$ cat src/rtl/slfr_pkg.sv
// ============================================================================
// slfr_pkg
// Shared types and constants for the sync/length frame receiver.
// ============================================================================
package slfr_pkg;

    localparam int BUFFER_BYTES_DEFAULT = 256;

    localparam int BYTE_W   = 8;
    localparam int TOTAL_W  = 17;
    localparam int APB_ADDR_W = 3;
    localparam int APB_DATA_W = 32;

    // register index, taken from paddr[2]
    localparam logic REG_SYNC_VALUE = 1'b0;

    // frame layout
    localparam int POS_LEN_LO = 2;
    localparam int POS_LEN_HI = 3;
    localparam int LEN_OFFSET = 5;

    typedef struct packed {
        logic              accepted;
        logic [BYTE_W-1:0] position;
        logic [BYTE_W-1:0] byte_out;
        logic              frame_done;
        logic              overflow;
    } result_t;

endpackage

$ cat src/rtl/slfr_cfg.sv
// ============================================================================
// slfr_cfg
// APB register file: holds the sync byte value.
// ============================================================================
module slfr_cfg
(
    input  logic                             clk,
    input  logic                             rst_n,
    input  logic                             psel,
    input  logic                             penable,
    input  logic                             pwrite,
    input  logic [slfr_pkg::APB_ADDR_W-1:0]  paddr,
    input  logic [slfr_pkg::APB_DATA_W-1:0]  pwdata,
    output logic [slfr_pkg::APB_DATA_W-1:0]  prdata,
    output logic                             pready,
    output logic [slfr_pkg::BYTE_W-1:0]      sync_value
);
    import slfr_pkg::*;

    logic [BYTE_W-1:0] sync_value_reg;
    logic [BYTE_W-1:0] sync_value_next;
    logic              wr_sync;

    assign pready  = 1'b1;
    assign wr_sync = psel && penable && pwrite && (paddr[2] == REG_SYNC_VALUE);

    always_comb
    begin
        sync_value_next = sync_value_reg;
        if (wr_sync)
        begin
            sync_value_next = pwdata[BYTE_W-1:0];
        end
    end

    always_ff @(posedge clk or negedge rst_n)
    begin
        if (!rst_n)
        begin
            sync_value_reg <= '0;
        end
        else
        begin
            sync_value_reg <= sync_value_next;
        end
    end

    always_comb
    begin
        prdata = '0;
        if (paddr[2] == REG_SYNC_VALUE)
        begin
            prdata = {{(APB_DATA_W-BYTE_W){1'b0}}, sync_value_reg};
        end
    end

    assign sync_value = sync_value_reg;

endmodule

$ cat src/rtl/slfr_deframe.sv
// ============================================================================
// slfr_deframe
// Frame tracking state and per-word result logic.
// ============================================================================
module slfr_deframe
#(
    parameter int BUFFER_BYTES = slfr_pkg::BUFFER_BYTES_DEFAULT
)
(
    input  logic                        clk,
    input  logic                        rst_n,
    input  logic                        step,
    input  logic [slfr_pkg::BYTE_W-1:0] rx_byte,
    input  logic [slfr_pkg::BYTE_W-1:0] sync_value,
    output slfr_pkg::result_t           result
);
    import slfr_pkg::*;

    localparam int IDX_W = $clog2(BUFFER_BYTES + 1);

    logic               in_frame_reg,   in_frame_next;
    logic [IDX_W-1:0]   widx_reg,       widx_next;
    logic [TOTAL_W-1:0] total_reg,      total_next;
    logic [BYTE_W-1:0]  len_lo_reg,     len_lo_next;

    logic [IDX_W-1:0]   widx_inc;
    logic [TOTAL_W-1:0] total_cur;
    logic               done;
    logic               full;

    assign widx_inc = widx_reg + IDX_W'(1);

    always_comb
    begin
        in_frame_next = in_frame_reg;
        widx_next     = widx_reg;
        total_next    = total_reg;
        len_lo_next   = len_lo_reg;
        total_cur     = total_reg;
        done          = 1'b0;
        full          = 1'b0;
        result        = '0;

        if (!in_frame_reg)
        begin
            if (rx_byte == sync_value)
            begin
                in_frame_next   = 1'b1;
                widx_next       = IDX_W'(1);
                total_next      = '0;
                result.accepted = 1'b1;
                result.byte_out = rx_byte;
            end
        end
        else
        begin
            if (widx_reg == IDX_W'(POS_LEN_LO))
            begin
                len_lo_next = rx_byte;
            end
            if (widx_reg == IDX_W'(POS_LEN_HI))
            begin
                total_cur = {1'b0, rx_byte, len_lo_reg} + TOTAL_W'(LEN_OFFSET);
            end
            done = (total_cur != '0) && (TOTAL_W'(widx_inc) >= total_cur);
            full = (widx_inc == IDX_W'(BUFFER_BYTES));

            total_next    = total_cur;
            in_frame_next = !(done || full);
            widx_next     = full ? '0 : widx_inc;

            result.accepted   = 1'b1;
            result.position   = BYTE_W'(widx_reg);
            result.byte_out   = rx_byte;
            result.frame_done = done;
            result.overflow   = full && !done;
        end
    end

    always_ff @(posedge clk or negedge rst_n)
    begin
        if (!rst_n)
        begin
            in_frame_reg <= 1'b0;
            widx_reg     <= '0;
            total_reg    <= '0;
        end
        else if (step)
        begin
            in_frame_reg <= in_frame_next;
            widx_reg     <= widx_next;
            total_reg    <= total_next;
        end
    end

    always_ff @(posedge clk)
    begin
        if (step)
        begin
            len_lo_reg <= len_lo_next;
        end
    end

endmodule

$ cat src/rtl/sync_length_frame_receiver_unit.sv
// ============================================================================
// sync_length_frame_receiver_unit
// Deframer for sync-prefixed, length-prefixed byte frames.
// ============================================================================
// Input stream (s_*): one received byte per word. Output stream (m_*): one
// word per input word. Bytes are dropped (accepted = 0, all fields zero)
// until a byte equal to the sync register arrives; that byte is position 0.
// Bytes at positions 2 and 3 give a little-endian length L, the frame is
// L + 5 bytes long, and its last byte carries m_tlast. A frame reaching
// BUFFER_BYTES bytes without completing ends with the overflow flag.
// Each accepted byte passes the input register, then the result register
// that drives m_tvalid. Throughput: one word per cycle while m_tready is
// high; the frame state update between the registers is a single add and compare.
// s_tready stays high while the result register is free or being drained,
// so a waiting result does not block the next input. When m_tready is low
// both registers fill and s_tready drops; nothing is lost or duplicated.
// Reset clears both valid flags, the frame state and the sync register.
// The sync register (byte address 0) must be written only while idle.
// ============================================================================
module sync_length_frame_receiver_unit
#(
    parameter int BUFFER_BYTES = slfr_pkg::BUFFER_BYTES_DEFAULT
)
(
    input  logic                             clk,
    input  logic                             rst_n,
    // APB configuration
    input  logic                             psel,
    input  logic                             penable,
    input  logic                             pwrite,
    input  logic [slfr_pkg::APB_ADDR_W-1:0]  paddr,
    input  logic [slfr_pkg::APB_DATA_W-1:0]  pwdata,
    output logic [slfr_pkg::APB_DATA_W-1:0]  prdata,
    output logic                             pready,
    // input stream
    input  logic                             s_tvalid,
    output logic                             s_tready,
    input  logic [7:0]                       s_tdata,   // [7:0] rx_byte
    // output stream
    output logic                             m_tvalid,
    input  logic                             m_tready,
    output logic [15:0]                      m_tdata,   // [7:0] position, [15:8] byte_out
    output logic                             m_tlast,   // frame_done
    output logic [1:0]                       m_tuser    // [0] accepted, [1] overflow
);
    import slfr_pkg::*;

    logic              in_valid_reg, in_valid_next;
    logic [BYTE_W-1:0] in_byte_reg;
    logic              out_valid_reg, out_valid_next;
    result_t           out_reg;

    logic              advance;
    logic              s_take;
    logic [BYTE_W-1:0] sync_value;
    result_t           result;

    slfr_cfg u_cfg
    (
        .clk        (clk),
        .rst_n      (rst_n),
        .psel       (psel),
        .penable    (penable),
        .pwrite     (pwrite),
        .paddr      (paddr),
        .pwdata     (pwdata),
        .prdata     (prdata),
        .pready     (pready),
        .sync_value (sync_value)
    );

    slfr_deframe #(.BUFFER_BYTES(BUFFER_BYTES)) u_deframe
    (
        .clk        (clk),
        .rst_n      (rst_n),
        .step       (advance),
        .rx_byte    (in_byte_reg),
        .sync_value (sync_value),
        .result     (result)
    );

    assign advance  = in_valid_reg && (!out_valid_reg || m_tready);
    assign s_tready = !in_valid_reg || advance;
    assign s_take   = s_tvalid && s_tready;

    always_comb
    begin
        in_valid_next = in_valid_reg;
        if (s_take)
        begin
            in_valid_next = 1'b1;
        end
        else if (advance)
        begin
            in_valid_next = 1'b0;
        end

        out_valid_next = out_valid_reg;
        if (advance)
        begin
            out_valid_next = 1'b1;
        end
        else if (m_tready)
        begin
            out_valid_next = 1'b0;
        end
    end

    always_ff @(posedge clk or negedge rst_n)
    begin
        if (!rst_n)
        begin
            in_valid_reg  <= 1'b0;
            out_valid_reg <= 1'b0;
        end
        else
        begin
            in_valid_reg  <= in_valid_next;
            out_valid_reg <= out_valid_next;
        end
    end

    always_ff @(posedge clk)
    begin
        if (s_take)
        begin
            in_byte_reg <= s_tdata;
        end
        if (advance)
        begin
            out_reg <= result;
        end
    end

    assign m_tvalid = out_valid_reg;
    assign m_tdata  = {out_reg.byte_out, out_reg.position};
    assign m_tlast  = out_reg.frame_done;
    assign m_tuser  = {out_reg.overflow, out_reg.accepted};

`ifndef SYNTHESIS
    a_done_accepted: assert property (@(posedge clk) disable iff (!rst_n)
        m_tvalid && m_tlast |-> m_tuser[0] && !m_tuser[1])
        else $error("frame end on a rejected byte or with overflow");

    a_reject_zero: assert property (@(posedge clk) disable iff (!rst_n)
        m_tvalid && !m_tuser[0] |-> (m_tdata == 16'd0) && !m_tlast && !m_tuser[1])
        else $error("rejected byte carries nonzero fields");

    a_in_hold: assert property (@(posedge clk) disable iff (!rst_n)
        in_valid_reg && !advance |=> in_valid_reg && $stable(in_byte_reg))
        else $error("input register lost a word");

    a_out_load: assert property (@(posedge clk) disable iff (!rst_n)
        advance |=> m_tvalid)
        else $error("result register not loaded");
`endif

endmodule
$ cat config.mk
export PLATFORM = sky130hd
export DESIGN_NAME = sync_length_frame_receiver_unit
export DESIGN_NICKNAME = d
export VERILOG_FILES = /design/src/rtl/slfr_pkg.sv /design/src/rtl/slfr_cfg.sv /design/src/rtl/slfr_deframe.sv /design/src/rtl/sync_length_frame_receiver_unit.sv
export SDC_FILE = /design/constraint.sdc
export NUM_CORES = 1
export LEC_CHECK = 0
export ABC_AREA = 1
export BUFFER_PORTS_ARGS = -buffer_cell sky130_fd_sc_hd__buf_2
export CORE_MARGIN = 5
export CORE_UTILIZATION = 53
export DETAILED_ROUTE_END_ITERATION = 7
export PLACE_DENSITY = 0.77
export SLEW_MARGIN = 0
export SYNTH_ARGS = -nofsm -noshare
export SYNTH_HDL_FRONTEND = slang
export SYNTH_SLANG_ARGS = --single-unit
$ cat constraint.sdc
create_clock -name clk -period 3.4 [get_ports clk]
set_input_delay 0.17 -clock clk [delete_from_list [all_inputs] [get_ports clk]]
set_output_delay 0.17 -clock clk [all_outputs]
set_load 0.01 [all_outputs]
==> flow_metrics.py, run 1 <==
metrics = {
    "floorplan": {
        "die_h_um": 97.57,
        "initial_core_util_pct": 53.42,
        "core.rowCount": 32,
        "fp.dieW_um": 97.57,
        "io_pins": 104,
        "core_mm2": 0.007607,
        "die_area_mm2": 0.009519,
    },
    "routing": {
        "dr.pass1.iters": 5,
        "vias_per_cell": 5.073,
        "dr_total_vias": 3404,
        "ant_nets": 0,
        "drt-initial-drc-count": 253,
        "routed_wl_um": 8892,
        "wl_per_cell_um": 13.25,
        "drc": 0,
    },
    "pwr": {
        "p_sw_mw": 1.121,
        "power.density_mw_per_mm2": 647.2,
        "swShare_pct": 37.39,
        "p_int_mw": 1.878,
        "ir_drop_mv": 0.2950,
        "seq_power_share_pct": 41.8,
        "clock_power_share_pct": 24.5,
        "comb_power_share_pct": 33.7,
        "leakagePower_nw": 2.347,
    },
    "setup_path": {
        "critical_path_class": "flip-flop to flip-flop",
        "r2r_slack_ns": 0.46,
        "critPathArrivalTime_ns": 3.17,
        "critPathRequiredTime_ns": 3.64,
        "worst-path-stages": 19,
        "timing.critical_path.slowest_stage_cell": "dfrtp_1",
        "rr_worst_depth": 19,
        "cp_common_cell": "nand2_1",
        "critPathLaunchType": "flip-flop",
        "cp_cell_sequence": "ha_1 > inv_1 > nor2_1 > nand2_1 > nor2_2 > nand2_1 > o21ai_1 > inv_1 > ha_1 > nand2_1 > o21a_1 > o21ai_0 > nand4_1 > nand2_1 > nand2_1 > nand2_1 > nand3_1 > nand2_1 > nand2_1",
        "r2r_end": "u_deframe.in_frame_reg",
        "crit_path_max_fanout": 6,
        "r2r_start": "u_deframe.widx_reg[0]",
        "path_buf_inv": 2,
        "cp-end-kind": "flip-flop",
        "worst_path_largest_cell_delay_ns": 0.47,
        "cp_top_family": "simple AND/OR/NAND/NOR gates",
    },
    "synth": {
        "ys_ff_latch": 72,
        "synthXorXnorAreaFrac_pct": 1.478,
        "synthDistinctLibCells": 38,
        "ys_seq_area_share_pct": 48.65,
        "synth_compound_area_share_pct": 8.251,
        "mappedNetlistArea_mm2": 0.004064,
        "syn_area_per_cell_um2": 8.160,
        "synthCells": 498,
        "yosys.area_share.simple_pct": 25.31,
        "synthAdderAreaFrac_pct": 3.079,
        "synth_top_family_by_area": "simple AND/OR/NAND/NOR gates",
        "ys.flop_type": "dfrtp_1",
        "synthArstFlopShare_pct": 51.39,
        "muxShareOfSynthArea_pct": 0,
        "synth_edf_count": 35,
        "ys_warn_count": 0,
    },
    "clock_network": {
        "postCtsSetupBuffers": 0,
        "cts-resized-gates": 0,
        "cts_root_buffer": "clkbuf_8",
        "cts.sinks": 72,
        "cts_hold_buf": 9,
        "cts_tree": "yes",
        "cts_buffers": 9,
        "clock_latency_ns": 0.35,
        "cts_buffer_depth": 2,
        "path_clk_slew_ns": 0.07,
        "cts.htree.levels": 3,
    },
    "sta": {
        "max_freq_mhz": 340.6,
        "worst_pin_slew_ns": 0.8455,
        "max-slew-margin-rel_pct": 43.64,
        "rsz0062_at_grt": "false",
        "fin_crit_sh_pct": 86.35,
        "finalHoldViolCount": 0,
        "min_period_ns": 2.936,
        "final.setup.tns_ns": 0,
        "final.setup_skew_ns": 0.006616,
        "slew_viol_final": 0,
        "holdWs_ns": 0.04849,
        "setup_violations": 0,
    },
    "hold_path": {
        "whs_endpoint": "in_valid_reg",
        "holdPathStages": 3,
        "hp-start": "s_tvalid",
        "hold_path.class": "input pin to flip-flop",
    },
    "finish": {
        "area_growth_pct": 14.01,
        "drive_above_1_share_pct": 15.64,
        "fin_nets": 624,
        "diodes": 0,
        "largest_reg_flops": 17,
        "fin_util_pct": 60.90,
    },
    "global_routing": {
        "antenna_found_initial": 0,
        "grt-ovfl-total": 0,
        "grt_max_degree": 38,
        "grt_pass1_wl_um": 14920,
        "grt_pass1_vias": 3217,
        "track_usage_pct": 19.32,
    },
    "status": {
        "status": "finished, final reports clean",
    },
    "run": {
        "drv_cap": 0,
    },
    "placement": {
        "gp_congestion": 0.8678,
        "io_buffers": 52,
        "hpwl_um": 6582,
    },
}
==> kinds of logic (layout without fill, tap and decap cells) <==
family,after synthesis,in the layout
compound gates,55,55
other cells,2,25
simple gates,241,241
buf+inv,112,160
fa+ha+maj,10,10
flops,72,72
xor+xnor,6,6
==> cells in the final DEF, fill, tap and decap left out, types with 3 or more instances in the layout <==
cell,Yosys,routed
xor2_1,4,4
edfxtp_1,35,35
nor2_2,4,4
nand3_1,26,26
inv_1,76,76
o21ai_1,3,3
inv_2,3,3
clkbuf_8,0,9
nor2_1,62,62
buf_4,27,3
o22ai_1,14,14
nand4_1,11,11
nor3_1,4,4
conb_1,2,25
nand2_1,122,122
dlygate4sd3_1,0,9
dfrtp_1,37,37
a21oi_1,12,12
a22o_1,5,5
buf_2,1,52
nand2_2,6,6
ha_1,10,10
o21ai_0,13,13
==> power by group through the flow <==
stage | Clock [mW] | Combinational [mW] | Sequential, mW
after global routing | 0.785 | 1.14 | 1.28
after CTS | 0.753 | 1.00 | 1.25
after detailed placement | 0 | 0.972 | 1.26
after floorplan | 0 | 0.736 | 1.24
final | 0.735 | 1.01 | 1.25
after global placement | 0 | 0.927 | 1.26
==> synth_stat cells (2+ instances only) <==
cell type,instances,area [um2]
nor2_1,62,232.7
buf_4,27,202.7
o21ai_1,3,15.01
nor2_2,4,25.02
nor3_2,2,20.02
nand3_1,26,130.1
ha_1,10,125.1
o22ai_1,14,87.58
clkbuf_1,3,11.26
conb_1,2,7.510
a22o_1,5,43.79
nand2_1,122,457.9
nand4_1,11,68.82
dfrtp_1,37,925.9
o21ai_0,13,65.06
nand2_2,6,37.54
edfxtp_1,35,1051
inv_2,3,11.26
a21oi_1,12,60.06
nor3_1,4,20.02
xor2_1,4,35.03
inv_1,76,285.3
o21a_1,2,15.01
==> worst max path at each step <==
| stage | from | slack (ns) | end |
|---|---|---|---|
| finish | u_deframe.widx_reg[0] | 0.46 | u_deframe.in_frame_reg |
| global route | u_deframe.widx_reg[0] | 0.17 | u_deframe.in_frame_reg |
| CTS | u_deframe.widx_reg[0] | 0.51 | u_deframe.in_frame_reg |
| detailed placement | u_deframe.widx_reg[0] | 0.53 | u_deframe.in_frame_reg |
| global placement | u_deframe.widx_reg[0] | 0.58 | u_deframe.in_frame_reg |
| floorplan | u_deframe.len_lo_reg[0] | 0.90 | m_tuser[1] |
==> worst reg2reg max path: stages (launching register included) <==
cell	delay, ns
dfrtp_1	0.47
ha_1	0.33
inv_1	0.07
nor2_1	0.08
nand2_1	0.06
nor2_2	0.25
nand2_1	0.09
o21ai_1	0.12
inv_1	0.08
ha_1	0.30
nand2_1	0.08
o21a_1	0.17
o21ai_0	0.14
nand4_1	0.10
nand2_1	0.09
nand2_1	0.05
nand2_1	0.11
nand3_1	0.11
nand2_1	0.08
nand2_1	0.05
==> area by class of cell <==
class | count | area, um2
clock buffer | 11 | 131.4
clock inverter | 5 | 81.33
fill | 685 | 2974
inverter | 80 | 300.3
multi-input combinational | 337 | 1643
sequential | 72 | 1977
tap | 102 | 127.6
timing repair buffer | 64 | 372.9
==> layer usage <==
layer,GRT usage (%),wire [um],vias to the layer above,part of all wire [%]
met3,4.164,675,21,7.6
li1,-,-,1682,-
met5,0,0,-,0
met4,8.200,205,0,2.3
met2,30.10,4098,130,46
met1,26.08,3913,1571,44
==> stage by stage <==
stage | instance area (um2) | power [mW] | instances | setup slack (ns)
global placement | 4330 | 2.183 | 646 | 0.5807
floorplan | 4150 | 1.980 | 521 | 0.9038
finish | 4633 | 2.999 | 671 | 0.4642
global route | 4633 | 3.205 | 671 | 0.1705
CTS | 4633 | 3.001 | 671 | 0.5101
detailed placement | 4330 | 2.237 | 646 | 0.5335
(Power assumes the default switching activity.)
==> run 2, diff against run 1 <==
--- a/config.mk
+++ b/config.mk
@@ -7,3 +7,2 @@
 export LEC_CHECK = 0
-export ABC_AREA = 1
 export BUFFER_PORTS_ARGS = -buffer_cell sky130_fd_sc_hd__buf_2
--- a/constraint.sdc
+++ b/constraint.sdc
@@ -3,2 +3,2 @@
 set_output_delay 0.17 -clock clk [all_outputs]
-set_load 0.01 [all_outputs]
+set_load 0.005 [all_outputs]
==> flow_metrics.py, run 2 <==
metrics = {
    "status": {
        "status": "finished, final reports clean",
    },
    "setup_path": {
        "r2r_start": "u_deframe.widx_reg[1]",
        "rr_worst_depth": 11,
        "worst_path_largest_cell_delay_ns": 0.48,
        "critPathArrivalTime_ns": 3.35,
        "critPathLaunch": "u_deframe.widx_reg[1]",
        "crit_path_max_fanout": 7,
        "cp_top_family": "simple AND/OR/NAND/NOR gates",
        "path_buf_inv": 0,
        "critPathLaunchType": "flip-flop",
        "critical_path_class": "flip-flop to flip-flop",
        "cp_cell_sequence": "ha_1 > nor4b_1 > and2_2 > mux2i_1 > ha_1 > nand3_1 > a21oi_1 > o221a_2 > o221a_1 > o211ai_2 > and3_1",
        "r2r_end": "m_tuser[1]",
        "critPathRequiredTime_ns": 3.62,
        "r2r_slack_ns": 0.27,
        "cp_common_cell": "ha_1",
        "timing.critical_path.slowest_stage_cell": "dfrtp_1",
        "cp-end-kind": "flip-flop",
    },
    "finish": {
        "area_growth_pct": 13.81,
        "layout_common_cells": "buf_2, dfrtp_1, edfxtp_1",
        "largest_reg_flops": 17,
        "layout.cells.non_filler": 526,
        "diodes": 0,
        "fin_area_mm2": 0.004484,
        "mostFrequentLayoutCell": "buf_2",
        "fin_nets": 482,
        "drive_above_1_share_pct": 23.19,
    },
    "sta": {
        "finalHoldViolCount": 0,
        "final.setup_skew_ns": 0.01186,
        "setup_slack_ns": 0.2670,
        "max_freq_mhz": 319.2,
        "worst_pin_slew_ns": 0.8461,
        "slew_viol_final": 0,
        "min_period_ns": 3.133,
        "final.setup.tns_ns": 0,
        "setup_violations": 0,
        "max-slew-margin-rel_pct": 43.60,
        "rsz0062_at_grt": "false",
        "fin_crit_sh_pct": 92.15,
    },
    "placement": {
        "dp_slack_ns": 0.3105,
        "gp_congestion": 0.8256,
        "hpwl_um": 5722,
        "io_buffers": 52,
        "placedCellCount": 501,
        "placed_cell_area_mm2": 0.004183,
    },
    "synth": {
        "synthTopCellsByCount": "dfrtp_1, edfxtp_1, nand2_1",
        "yosys.area.top_type": "edfxtp_1",
        "syn_area_per_cell_um2": 10.88,
        "synth_area_leaders": "edfxtp_1, dfrtp_1, buf_4",
        "mappedNetlistArea_mm2": 0.003940,
        "ys_ff_latch": 72,
        "ys_warn_count": 0,
        "synthDistinctLibCells": 60,
        "ys_seq_area_share_pct": 50.17,
        "ys.flop_type": "dfrtp_1",
        "synth_top_area_share_pct": 26.68,
        "synthArstFlopShare_pct": 51.39,
        "synth_edf_count": 35,
        "synthCells": 362,
        "synth.most_common_cell": "dfrtp_1",
    },
    "routing": {
        "drc": 0,
        "routed_wl_um": 7763,
        "dr.pass1.iters": 5,
        "dr_total_vias": 2800,
        "ant_nets": 0,
        "drt-initial-drc-count": 177,
        "vias_per_cell": 5.323,
        "wl_per_cell_um": 14.76,
    },
    "clock_network": {
        "postCtsSetupBuffers": 0,
        "cts_root_buffer": "clkbuf_8",
        "cts.htree.levels": 3,
        "cts.sinks": 72,
        "cts-resized-gates": 0,
        "cts_tree": "yes",
        "cts_buffer_depth": 2,
        "path_clk_slew_ns": 0.07,
        "cts_buffers": 9,
        "clock_latency_ns": 0.35,
    },
    "hold_path": {
        "hp-start": "s_tvalid",
        "whs_endpoint": "in_valid_reg",
        "hold_path.class": "input pin to flip-flop",
        "holdPathStages": 2,
    },
    "floorplan": {
        "initial_core_util_pct": 54.32,
        "die_h_um": 96.22,
        "core_mm2": 0.007253,
        "core.rowCount": 31,
        "io_pins": 104,
        "die_area_mm2": 0.009258,
        "fp.dieW_um": 96.22,
    },
    "pwr": {
        "swShare_pct": 33.48,
        "leakagePower_nw": 1.941,
        "p_sw_uw": 997.9,
        "comb_power_share_pct": 33.4,
        "ir_drop_mv": 0.3336,
        "clock_power_share_pct": 24.2,
        "seq_power_share_pct": 42.3,
        "p_int_mw": 1.983,
        "power.density_mw_per_mm2": 664.7,
    },
    "global_routing": {
        "grt_pass1_wl_um": 12820,
        "grt_pass1_vias": 2681,
        "track_usage_pct": 18.31,
        "antenna_found_initial": 0,
        "grt_max_degree": 38,
        "grt-ovfl-total": 0,
    },
    "run": {
        "drv_cap": 0,
    },
}
[run 2: repair_timing]
action / in CTS / in global routing
hold buffers: 9 / 0
endpoints found under the hold margin: 45 / 0
endpoints found under the setup margin: 0 / 0
[run 2: layer usage]
layer | vias to the layer above | routed length (um) | global-route usage (%)
li1 | 1376 | - | -
met1 | 1320 | 3472 | 24.97
met5 | - | 0 | 0
met2 | 94 | 3696 | 28.58
met4 | 0 | 93 | 8.057
met3 | 10 | 500 | 3.206
[run 2: cell families (layout without fill, tap and decap cells)]
family	count (synthesis)	after routing	synth area share, %
other	2	25	0.1906
buffers and inverters	48	90	7.590
and+or+nand+nor	120	120	17.18
AOI/OAI and AO/OA	73	73	12.83
adders and majority gates	10	10	3.176
xor gates and xnor gates	26	26	5.780
DFF	72	72	50.17
muxes	11	11	3.080
[run 2: metrics by stage]
stage          hold WS (ns)  util [%]  power [mW]
4_1_cts             0.01508     61.83       2.987
3_3_place_gp         0.3141     57.67       2.214
3_5_place_dp         0.3280     57.67       2.257
6_report            0.02350     61.83       2.981
2_1_floorplan       -0.1256         -       2.004
5_1_grt             0.02595     61.83       3.191
[run 2: cell type report]
class / instances / area [um2]
Fill cell: 576 / 2769
Sequential cell: 72 / 1977
Multi-Input combinational cell: 265 / 1750
Timing Repair Buffer: 67 / 395.4
Clock buffer: 10 / 127.6
Tap cell: 99 / 123.9
Clock inverter: 6 / 83.83
Inverter: 7 / 26.28
[run 2: power groups by stage]
stage / sequential, mW / combinational [mW] / clock, mW
2_1_floorplan: 1.23 / 0.773 / 0
3_3_place_gp: 1.27 / 0.945 / 0
3_5_place_dp: 1.28 / 0.979 / 0
4_1_cts: 1.26 / 0.994 / 0.734
5_1_grt: 1.29 / 1.12 / 0.788
6_report: 1.26 / 0.997 / 0.723
[run 2: how the worst max path moves through the flow]
stage / end / cells past startpoint
detailed placement: m_tlast / 11
CTS: m_tlast / 11
floorplan: m_tlast / 13
global placement: m_tlast / 11
finish: m_tuser[1] / 11
global route: u_deframe.in_frame_reg / 12
==> run 3, diff against run 2 <==
- CORE_UTILIZATION: 53 -> 48
- PLACE_DENSITY: 0.77 -> 0.74
- clock period: 3.4 -> 2.8 ns (I/O delays scaled with it)
==> flow_metrics.py, run 3 (synthesis results as in run 2) <==
metrics = {
    "status": {
        "status": "finished, final reports clean",
    },
    "floorplan": {
        "die_h_um": 100.6,
        "io_pins": 104,
        "die_area_mm2": 0.01012,
        "fp.dieW_um": 100.6,
        "initial_core_util_pct": 48.69,
        "core_mm2": 0.008093,
        "core.rowCount": 33,
    },
    "finish": {
        "area_growth_pct": 23.40,
        "layout_common_cells": "buf_2, dfrtp_1, edfxtp_1, buf_4, nand2_1",
        "fill_cells": 679,
        "diodes": 0,
        "drive_above_1_share_pct": 33.19,
        "multiInputGateArea_mm2": 0.001913,
        "seqCellArea_mm2": 0.001978,
        "fin_nets": 513,
        "largest_reg_flops": 17,
        "mostFrequentLayoutCell": "buf_2",
    },
    "clock_network": {
        "cts_buffers": 9,
        "clock_latency_ns": 0.35,
        "cts.sinks": 72,
        "path_clk_slew_ns": 0.08,
        "cts.htree.levels": 3,
        "cts_tree": "yes",
        "cts_buffer_depth": 2,
        "cts_root_buffer": "clkbuf_8",
    },
    "setup_path": {
        "critPathLaunchType": "flip-flop",
        "critPathRequiredTime_ns": 2.90,
        "critical_path_class": "flip-flop to flip-flop",
        "cp-end-kind": "flip-flop",
        "critPathArrivalTime_ns": 2.82,
        "cp_cell_sequence": "nor4_4 > buf_4 > nand3_4 > nand2_2 > o21ai_2 > ha_1 > nand2b_4 > nand3_2 > a21oi_2 > o221a_2 > o221a_1 > o211ai_2 > nor2_1",
        "timing.critical_path.slowest_stage_cell": "dfrtp_1",
        "worst_path_largest_cell_delay_ns": 0.41,
        "crit_path_max_fanout": 5,
        "path_buf_inv": 1,
        "cp_top_family": "compound AO/OA/AOI/OAI gates",
    },
    "sta": {
        "worst_pin_slew_ns": 0.8679,
        "setup_violations": 0,
        "final.setup.tns_ns": 0,
        "holdWs_ns": 0.005527,
        "final.setup_skew_ns": 0.01001,
        "fin_crit_sh_pct": 96.98,
        "setup_slack_ns": 0.08462,
        "min_period_ns": 2.715,
        "max-slew-margin-rel_pct": 42.14,
        "slew_viol_final": 0,
        "max_freq_mhz": 368.3,
        "finalHoldViolCount": 0,
    },
    "routing": {
        "routed_wl_um": 8893,
        "vias_per_cell": 5.355,
        "drt-initial-drc-count": 129,
        "dr_total_vias": 3015,
        "wl_per_cell_um": 15.80,
        "ant_nets": 0,
        "drc": 0,
        "dr.pass1.iters": 4,
    },
    "pwr": {
        "leakagePower_nw": 2.107,
        "ir_drop_mv": 0.3234,
        "p_int_mw": 2.606,
        "p_sw_mw": 1.413,
        "comb_power_share_pct": 42.9,
        "swShare_pct": 35.16,
        "clock_power_share_pct": 20.1,
        "seq_power_share_pct": 37.1,
        "power.density_mw_per_mm2": 826.6,
        "p_total_mw": 4.019,
    },
    "global_routing": {
        "antenna_found_initial": 0,
        "grt_pass1_vias": 3036,
        "use_met1_pct": 20.77,
        "grt-ovfl-total": 0,
        "top_usage_layer": "met2",
        "grt_use_met2_pct": 31.70,
        "grt_max_degree": 38,
        "grt_util_met3_pct": 3.322,
        "track_usage_pct": 17.77,
        "grt_pass1_wl_um": 14170,
    },
    "placement": {
        "gp_congestion": 0.8397,
        "io_buffers": 52,
        "hpwl_um": 6276,
        "dp_slack_ns": -0.0006191,
    },
    "hold_path": {
        "hold_path.class": "input pin to flip-flop",
    },
    "run": {
        "drv_cap": 0,
    },
}
-- run 3: cell count changes in the layout (fill, tap and decap cells not counted), sizes merged --
| cell | before | now |
|---|---|---|
| bufinv | 2 | 1 |
| clkbuf | 10 | 11 |
| buf | 58 | 88 |
| nand3 | 9 | 10 |
-- run 3: layout make-up --
class / count / area share [%]
inverter: 7 / 0.5404
multi-input combinational: 266 / 39.35
clock inverter: 5 / 1.184
clock buffer: 11 / 2.702
tap: 105 / 2.702
timing repair buffer: 97 / 12.84
sequential: 72 / 40.68
-- run 3: routing by layer --
layer	share of wire, %	vias to the layer above	routed length, um
met5	0	-	0
met4	2.3	0	201
met3	4.9	17	437
met2	52	94	4642
met1	41	1466	3611
li1	-	1438	-
-- run 3: what timing repair did --
| item | 4_1_cts | 5_1_grt |
|---|---|---|
| resized for setup | 4 | 25 |
| setup endpoints to repair | 1 | 3 |
| hold buffers | 9 | 0 |
| cloned | 0 | 1 |
| setup buffers | 3 | 4 |
| endpoints found under the hold margin | 45 | 0 |
| pin swaps | 3 | 16 |
-- run 3: power groups by stage --
stage               sequential (mW)  clock (mW)  combinational (mW)
floorplan                      1.50           0               0.949
global placement               1.49           0                1.33
detailed placement             1.50           0                1.36
CTS                            1.48       0.812                1.43
global route                   1.52       0.869                1.89
finish                         1.49       0.806                1.72
-- run 3: path summary, 6_finish.rpt --
kind / start / endpoint / slack (ns) / cells past startpoint
setup / recovery: u_deframe.widx_reg[2] / m_tlast / 0.08 / 13
hold / removal: s_tvalid / in_valid_reg / 0.006 / 2
setup reg to reg: u_deframe.widx_reg[2] / m_tlast / 0.08 / 13
hold reg to reg: u_deframe.total_reg[7] / u_deframe.total_reg[7] / 0.48 / 2
max in group asynchronous: rst_n / u_deframe.widx_reg[8] / 1.75 / 2
min in group asynchronous: rst_n / u_deframe.widx_reg[0] / 0.45 / 2
-- run 3: through the flow --
| step | cells | util (%) | area (um2) |
|---|---|---|---|
| global placement | 530 | 54.08 | 4377 |
| global route | 563 | 60.08 | 4862 |
| floorplan | 385 | - | 4041 |
| finish | 563 | 60.08 | 4862 |
| CTS | 558 | 58.01 | 4695 |
| detailed placement | 530 | 54.08 | 4377 |
